### src/hw/rtl/bwlp6_pkg.sv
// Shared constants, types and the fixed coefficient table of the sixth-order
// Butterworth low-pass filter. No dependencies; used by bwlp6_mac and the top level.
package bwlp6_pkg;

    localparam int ORDER           = 6;
    localparam int SAMPLE_BITS_DEF = 24;
    localparam int FB_FRAC         = 57;
    localparam int FF_SCALE        = 90;
    localparam int ACC_FRAC        = 97;
    localparam int HIST_FRAC       = 40;

    localparam int ACC_W    = 128;
    localparam int HIST_W   = 64;
    localparam int FF_SHIFT = ACC_FRAC - FF_SCALE;
    localparam int Y_SHIFT  = ACC_FRAC - HIST_FRAC;

    // Thirteen products per word: b0..b6 on the inputs, a0..a5 on the outputs.
    localparam int NTERMS    = 2 * ORDER + 1;
    localparam int TERM_W    = $clog2(NTERMS);
    localparam int LAST_TERM = NTERMS - 1;

    // History memories are a power of two deep, so the ring index wraps freely.
    localparam int HIST_DEPTH = 2 ** $clog2(ORDER);
    localparam int HIST_AW    = $clog2(HIST_DEPTH);

    localparam int CNT_W = 3;

    // Partial products per term: two for a feedforward tap, four for feedback.
    localparam logic [1:0] PART_FF_LAST = 2'd1;
    localparam logic [1:0] PART_FB_LAST = 2'd3;

    typedef struct packed {
        logic       clear;
        logic       issue;
        logic       ff;
        logic [1:0] part;
        logic       scale;
    } t_mac_ctl;

    // round(mant * 2^frac / 10^ex) by restoring long division at elaboration.
    function automatic logic [63:0] scale_dec(input logic [63:0] mant, input int ex,
                                              input int frac);
        logic [255:0] den;
        logic [255:0] num;
        logic [255:0] rem;
        logic [255:0] quo;
        den = 256'd1;
        for (int i = 0; i < ex; i++) begin
            den = (den << 3) + (den << 1);
        end
        num = 256'(mant) << (frac + 1);
        rem = '0;
        quo = '0;
        for (int i = 255; i >= 0; i--) begin
            rem = {rem[254:0], num[i]};
            if (rem >= den) begin
                rem    = rem - den;
                quo[i] = 1'b1;
            end
        end
        return 64'((quo + 256'd1) >> 1);
    endfunction

    localparam logic [63:0] COEF [NTERMS] = '{
        scale_dec(64'd2759597545773583, 26, FF_SCALE),
        scale_dec(64'd165575852746415,  24, FF_SCALE),
        scale_dec(64'd413939631866037,  24, FF_SCALE),
        scale_dec(64'd551919509154,     21, FF_SCALE),
        scale_dec(64'd41393963186,      20, FF_SCALE),
        scale_dec(64'd16557585274,      20, FF_SCALE),
        scale_dec(64'd2759597545773583, 26, FF_SCALE),
        -scale_dec(64'd5864155410764718, 15, FB_FRAC),
        scale_dec(64'd1432997320081044,  14, FB_FRAC),
        -scale_dec(64'd1867794553054013, 14, FB_FRAC),
        scale_dec(64'd1369556264791875,  14, FB_FRAC),
        -scale_dec(64'd5356404254274295, 15, FB_FRAC),
        scale_dec(64'd8729693486160918,  16, FB_FRAC)
    };

endpackage

### src/hw/rtl/bwlp6_mac.sv
// Shared 33x33 signed multiplier and 128-bit accumulator of the Butterworth filter.
// Depends on bwlp6_pkg for widths and the t_mac_ctl control bundle.
module bwlp6_mac import bwlp6_pkg::*; (
    input  logic              i_clk,
    input  logic              i_rst_n,
    input  t_mac_ctl          i_ctl,
    input  logic [HIST_W-1:0] i_coef,
    input  logic [HIST_W-1:0] i_data,
    output logic [ACC_W-1:0]  o_acc
);

    localparam int HALF = HIST_W / 2;
    localparam int PW   = HALF + 1;

    typedef enum logic [1:0] {
        SH_NONE = 2'd0,
        SH_HALF = 2'd1,
        SH_FULL = 2'd2
    } t_shift;

    logic signed [PW-1:0]   mul_a;
    logic signed [PW-1:0]   mul_b;
    logic signed [2*PW-1:0] prod_c;
    t_shift                 sh_c;

    logic signed [2*PW-1:0] r_prod;
    t_shift                 r_sh;
    logic                   r_neg;
    logic                   r_pv;
    logic [ACC_W-1:0]       r_acc;

    logic [ACC_W-1:0] addend;
    logic [ACC_W-1:0] sum;

    logic signed [PW-1:0] a_lo, a_hi, d_lo, d_hi, d_s;

    assign a_lo = $signed({1'b0, i_coef[HALF-1:0]});
    assign a_hi = $signed({i_coef[HIST_W-1], i_coef[HIST_W-1:HALF]});
    assign d_lo = $signed({1'b0, i_data[HALF-1:0]});
    assign d_hi = $signed({i_data[HIST_W-1], i_data[HIST_W-1:HALF]});
    assign d_s  = $signed(i_data[PW-1:0]);

    // A feedforward sample fits in 33 signed bits, so only the coefficient is split.
    always_comb begin
        mul_a = a_lo;
        mul_b = d_lo;
        sh_c  = SH_NONE;
        if (i_ctl.ff) begin
            mul_b = d_s;
            if (i_ctl.part != 2'd0) begin
                mul_a = a_hi;
                sh_c  = SH_HALF;
            end
        end else begin
            case (i_ctl.part)
                2'd0: begin
                    mul_a = a_lo;
                    mul_b = d_lo;
                    sh_c  = SH_NONE;
                end
                2'd1: begin
                    mul_a = a_lo;
                    mul_b = d_hi;
                    sh_c  = SH_HALF;
                end
                2'd2: begin
                    mul_a = a_hi;
                    mul_b = d_lo;
                    sh_c  = SH_HALF;
                end
                default: begin
                    mul_a = a_hi;
                    mul_b = d_hi;
                    sh_c  = SH_FULL;
                end
            endcase
        end
    end

    assign prod_c = mul_a * mul_b;

    always_comb begin
        case (r_sh)
            SH_NONE: addend = ACC_W'(r_prod);
            SH_HALF: addend = ACC_W'(r_prod) << HALF;
            SH_FULL: addend = ACC_W'(r_prod) << HIST_W;
            default: addend = '0;
        endcase
        if (!r_pv) begin
            sum = r_acc;
        end else if (r_neg) begin
            sum = r_acc - addend;
        end else begin
            sum = r_acc + addend;
        end
    end

    always_ff @(posedge i_clk) begin
        if (!i_rst_n) begin
            r_pv <= 1'b0;
        end else begin
            r_pv <= i_ctl.issue;
        end
    end

    always_ff @(posedge i_clk) begin
        r_prod <= prod_c;
        r_sh   <= sh_c;
        r_neg  <= !i_ctl.ff;
        if (i_ctl.clear) begin
            r_acc <= '0;
        end else if (i_ctl.scale) begin
            r_acc <= sum << FF_SHIFT;
        end else begin
            r_acc <= sum;
        end
    end

    assign o_acc = r_acc;

endmodule

### config.mk
export PLATFORM = sky130hd
export DESIGN_NAME = bwlp6_mac
export DESIGN_NICKNAME = d
export VERILOG_FILES = /design/src/hw/rtl/bwlp6_pkg.sv /design/src/hw/rtl/bwlp6_mac.sv
export SDC_FILE = /design/constraint.sdc
export NUM_CORES = 2
export LEC_CHECK = 0
export BUFFER_PORTS_ARGS = -buffer_cell sky130_fd_sc_hd__buf_2
export CORE_AREA = 10 10 353 355
export DETAILED_ROUTE_END_ITERATION = 10
export DIE_AREA = 0 0 363 365
export GPL_ROUTABILITY_DRIVEN = 1
export PLACE_DENSITY = 0.74
export SETUP_SLACK_MARGIN = 0.05
export SLEW_MARGIN = 15
export SYNTH_ARGS = -nofsm -noshare
export SYNTH_HDL_FRONTEND = slang
export SYNTH_SLANG_ARGS = --single-unit
### constraint.sdc
create_clock -name i_clk -period 23.1 [get_ports i_clk]
set_input_delay 1.155 -clock i_clk [delete_from_list [all_inputs] [get_ports i_clk]]
set_output_delay 1.155 -clock i_clk [all_outputs]
set_load 0.02 [all_outputs]
Word-level counts from Yosys, hierarchy flattened:

Index checks and enable logic that the tools add are counted.

* register bits after elaboration: 198
* bits of input ports: 136
* output and inout port bits: 128
* word-level logic and storage cells: 35

* $add $sub $neg: 2
* $mul: 1
* eq/ne operators: 4
* muxes and demuxes: 12
* reduce and logical (&&, ||, !) cells: 9

Operator list (number)
* 2-to-1 mux 128 bit: 3
* case mux 128 bit (3 select lines): 1
* 2-to-1 mux 33 bit: 5
* adder 128 bit: 1
* subtractor 128 bit: 1
* multiplier 33 x 33 -> 66 bit: 1
* OR reduction 2 bit: 4
* equality test 2 x 1 -> 1 bit (second input constant): 2
* equality test 2 bit (second input constant): 2
* zero test 2 bit: 2
* case mux 2 bit (2 select lines): 1
* nonzero test 2 bit: 2
* 2-to-1 mux 2 bit: 1
* zero test 1 bit: 1
* 2-to-1 mux 1 bit: 1

Longest topological paths before layout:

* word-level depth: 6
* gate-level depth with buffers: 38
* gate-level depth less buffers: 34

Least setup slack after synthesis:

Ideal clock, no wire load.

* kind: input -> register
* start: in i_ctl[1] (netlist name)
* end: reg r_prod[64]
* setup time: 0.072 ns
* arrival: 10.710 ns
* data required time: 23.028 ns
* setup slack: 12.318 ns
* stages: 31
* buffers on the path: 2
* cell sequence: inv_1 -> ha_1 -> nor3_1 -> clkbuf_1 -> buf_1 -> mux2_2 -> nand2_1 -> inv_1 -> fa_1 -> fa_1 -> fa_1 -> inv_1 -> fa_1 -> inv_1 -> fa_1 -> fa_1 -> fa_1 -> inv_1 -> fa_1 -> inv_1 -> ha_1 -> nand3_1 -> nor2_1 -> nand3_1 -> nor2_1 -> a221oi_1 -> o21ai_0 -> o41ai_1 -> o21ai_0 -> a221oi_1 -> xnor2_1

* word-level cells in the longest chain between the ends: 5
* elaborated cells between the ends (all ways): 12
* classes of those cells: mul: 1; eq/ne: 2; mux: 5; reduce/logical: 4

Ends and longest elaborated chain
* start: declaration: line bwlp6_mac.sv:6 `input t_mac_ctl i_ctl,`
* equality test 2 x 1 -> 1 bit (tied with other cells): line bwlp6_mac.sv:55 `case (i_ctl.part)`
* OR reduction 2 bit (no source line)
* 2-to-1 mux 33 bit: line bwlp6_mac.sv:55
* 2-to-1 mux 33 bit: line bwlp6_mac.sv:48 `if (i_ctl.ff) begin`
* multiplier 33 x 33 -> 66 bit (*): line bwlp6_mac.sv:80 `assign prod_c = mul_a * mul_b;`
* named net prod_c[64]: line bwlp6_mac.sv:23 `logic signed [2*PW-1:0] prod_c;`
* end signal: assignment: line bwlp6_mac.sv:107 `r_prod <= prod_c;`
* end: declaration: line bwlp6_mac.sv:26 `logic signed [2*PW-1:0] r_prod;`

Mark *: on every way through the listed nets, which the timed path passes. The rest lies on a longest branch.
A chain may end at the register's enable or synchronous reset.

Worst setup path after layout:

Ends and elaborated chain as after synthesis.

==> impl_metrics.json <==
{
  "max_freq_mhz": 85.0,
  "slew_violations": 0,
  "fillCellCount": 11000,
  "crit_fanout": 48,
  "ctsHoldBuffers": 0,
  "grt_pass1_wl_um": 327000,
  "ys.flop_type": "dfxtp_1",
  "grt_busiest_layer": "met2",
  "synth_area_leader_cell": "fa_1",
  "viasPerCell": 6.04,
  "synth-edff-count": 0,
  "globalplace.congestion": 0.984,
  "cp.required_ns": 23.51,
  "grt_max_degree": 83,
  "tightest_slew_ns": 1.21,
  "fin_setup_tns_ns": 0,
  "postCtsSetupRepairBufs": 0,
  "start_util_pct": 50.5,
  "fp.dieH_um": 365,
  "routed_wirelength_um": 215000,
  "dieArea_mm2": 0.132,
  "crit_buf_inv": 9,
  "io_pins": 264,
  "core.rowCount": 126,
  "syn_area_per_cell_um2": 8.35,
  "cts.sinks": 198,
  "cts_resized": 0,
  "period_share_pct": 50.9,
  "avgRoutedWirePerCell_um": 24.9,
  "drtAntennaViolNets": 0,
  "cpPeakStageDelay_ns": 0.97,
  "synth_top_area_share_pct": 38.7,
  "use_met3_pct": 8.61,
  "min_period_ns": 11.77,
  "crit_family": "adder cells",
  "io_buffers": 263,
  "synthTopCellsByCount": "inv_1 (1169), fa_1 (1146), nor2_1 (869)",
  "use_met2_pct": 49.2,
  "cap_violations": 0,
  "rsz0062_at_grt": "false",
  "drive_gt1_share_pct": 7.92,
  "htreeDepth": 4,
  "synth_area_leaders": "fa_1 (39%), inv_1 (7.4%), ha_1 (7.4%)",
  "ys_types": 97,
  "ys_async_sr_fraction_pct": 0,
  "syn_inst": 7104,
  "finalHoldViolations": 0,
  "grt_pass1_vias": 53300,
  "clk_pin_slew_ns": 0.08,
  "clockBufferDepth": 2,
  "cts_tree": "yes",
  "fin_nets": 8692,
  "synth_nets": 8736,
  "synthesis.area_mm2": 0.0593,
  "critPathSlowestCell": "fa_1",
  "synth-seq-area-share_pct": 6.68,
  "first_pass_iters": 6,
  "grt.total_usage_pct": 32.3,
  "outcome": "finished clean",
  "drtIter0Drc": 5741,
  "worstSetupEndpointType": "flop",
  "critPathMostFrequentCell": "fa_1",
  "synthMostInstantiatedCell": "inv_1",
  "clock-skew-final_ns": 0.0174,
  "worst_hold_path_type": "flop to flop",
  "drc": 0,
  "cts_made_buffers": 17,
  "crit_arrival_ns": 12.18,
  "core-area_mm2": 0.117,
  "grt-ovfl-total": 0,
  "area_delta_synth_final_pct": 5.39,
  "antenna_found_initial": 9,
  "critPathLaunchType": "input pin",
  "ys_seq_elements": 198,
  "relSlewSlack_pct": 17.6,
  "grt_use_met1_pct": 43.0,
  "finalSetupViolCount": 0,
  "yosysWarnings": 0,
  "hpwlAfterDp_um": 176000,
  "crit_type": "input pin to flop",
  "cts.root.buffer_cell": "clkbuf_16",
  "via_count": 52000,
  "clk-insertion-delay-late_ns": 0.50,
  "die_w_um": 363
}
per-stage QoR:
stage	utilization, %	area (um^2)	instances	setup WS, ns	hold WS, ns
after floorplan	-	59300	7104	12.32	0.599
after global placement	52.7	61900	8577	11.08	0.562
after detailed placement	52.7	61900	8577	10.87	0.571
after CTS	53.2	62500	8609	11.36	0.589
after global routing	53.2	62500	8609	10.67	0.640
final	53.2	62500	8613	11.33	0.593
placed cells by master, fill, tap and decap left out, types with 65 or more instances in the layout:
cell type	instances
nor3_1	65
nand3_1	65
buf_4	80
nor2_1	868
a21o_1	125
ha_1	350
a211oi_1	112
fa_1	1146
mux2_2	79
xnor2_1	176
nand4_1	76
buf_2	261
mux2i_1	121
xor2_1	107
dfxtp_1	194
a21oi_1	406
inv_1	1167
o21ai_0	186
nand2_1	767
sequential cells by signal (all words and copies together) (netlist names):
| name | flops |
|---|---|
| o_acc | 128 |
| r_sh | 2 |
| r_prod | 66 |
| r_pv | 1 |
| r_neg | 1 |
kinds of logic after synthesis:
logic type               share of synthesized area (%)
AND/OR/NAND/NOR                                   15.5
buffers and inverters                             10.1
multiplexers                                      4.89
AO/OA/AOI/OAI                                     12.6
flip-flops                                        6.68
XOR/XNOR                                          4.18
adder cells (fa/ha/maj)                           46.1
per-layer routing:
metal | vias up | share of wire, %
met3 | 548 | 12
met4 | 8 | 5.3
li1 | 22600 | -
met1 | 25800 | 40
met5 | - | 0.021
met2 | 3132 | 43
cell type report:
type	count	area [um^2]	share of cell area [%]
Clock buffer	19	453	0.725
Antenna cell	4	10.0	0.0160
Sequential cell	198	3980	6.36
Timing Repair Buffer	341	1910	3.05
Tap cell	1536	1920	3.07
Inverter	1170	4390	7.03
Multi-Input combinational cell	5332	49700	79.5
Clock inverter	13	161	0.258
final timing paths:
path	start	cells past startpoint	end	slack, ns
max	i_ctl[1]	32	r_prod[64]	11.33
min	o_acc[0]	2	o_acc[0]	0.59
max reg2reg	r_sh[0]	25	o_acc[116]	14.89
min reg2reg	o_acc[0]	2	o_acc[0]	0.59
worst register-to-register path: stages (launching register included):
cell	delay, ns
dfxtp_4	0.62
buf_4	0.82
nand2b_1	0.72
o22ai_1	0.30
nor4_1	0.50
and4b_1	0.31
nand4b_2	0.20
nand2b_1	0.23
nor2_1	0.20
nand3_1	0.22
nor3_1	0.45
nor2_1	0.10
xor2_1	0.43
ha_1	0.42
a21oi_1	0.26
o21bai_1	0.11
a21o_1	0.22
a21o_1	0.18
a21o_1	0.16
a21o_1	0.17
a21oi_1	0.29
o21ai_0	0.14
a21oi_1	0.30
xnor2_1	0.14
mux4_2	0.48
and2_1	0.17
Power is left out: the tool's default activity adds up to more than one toggle a clock period on the data nets, which glitch-free logic cannot reach.
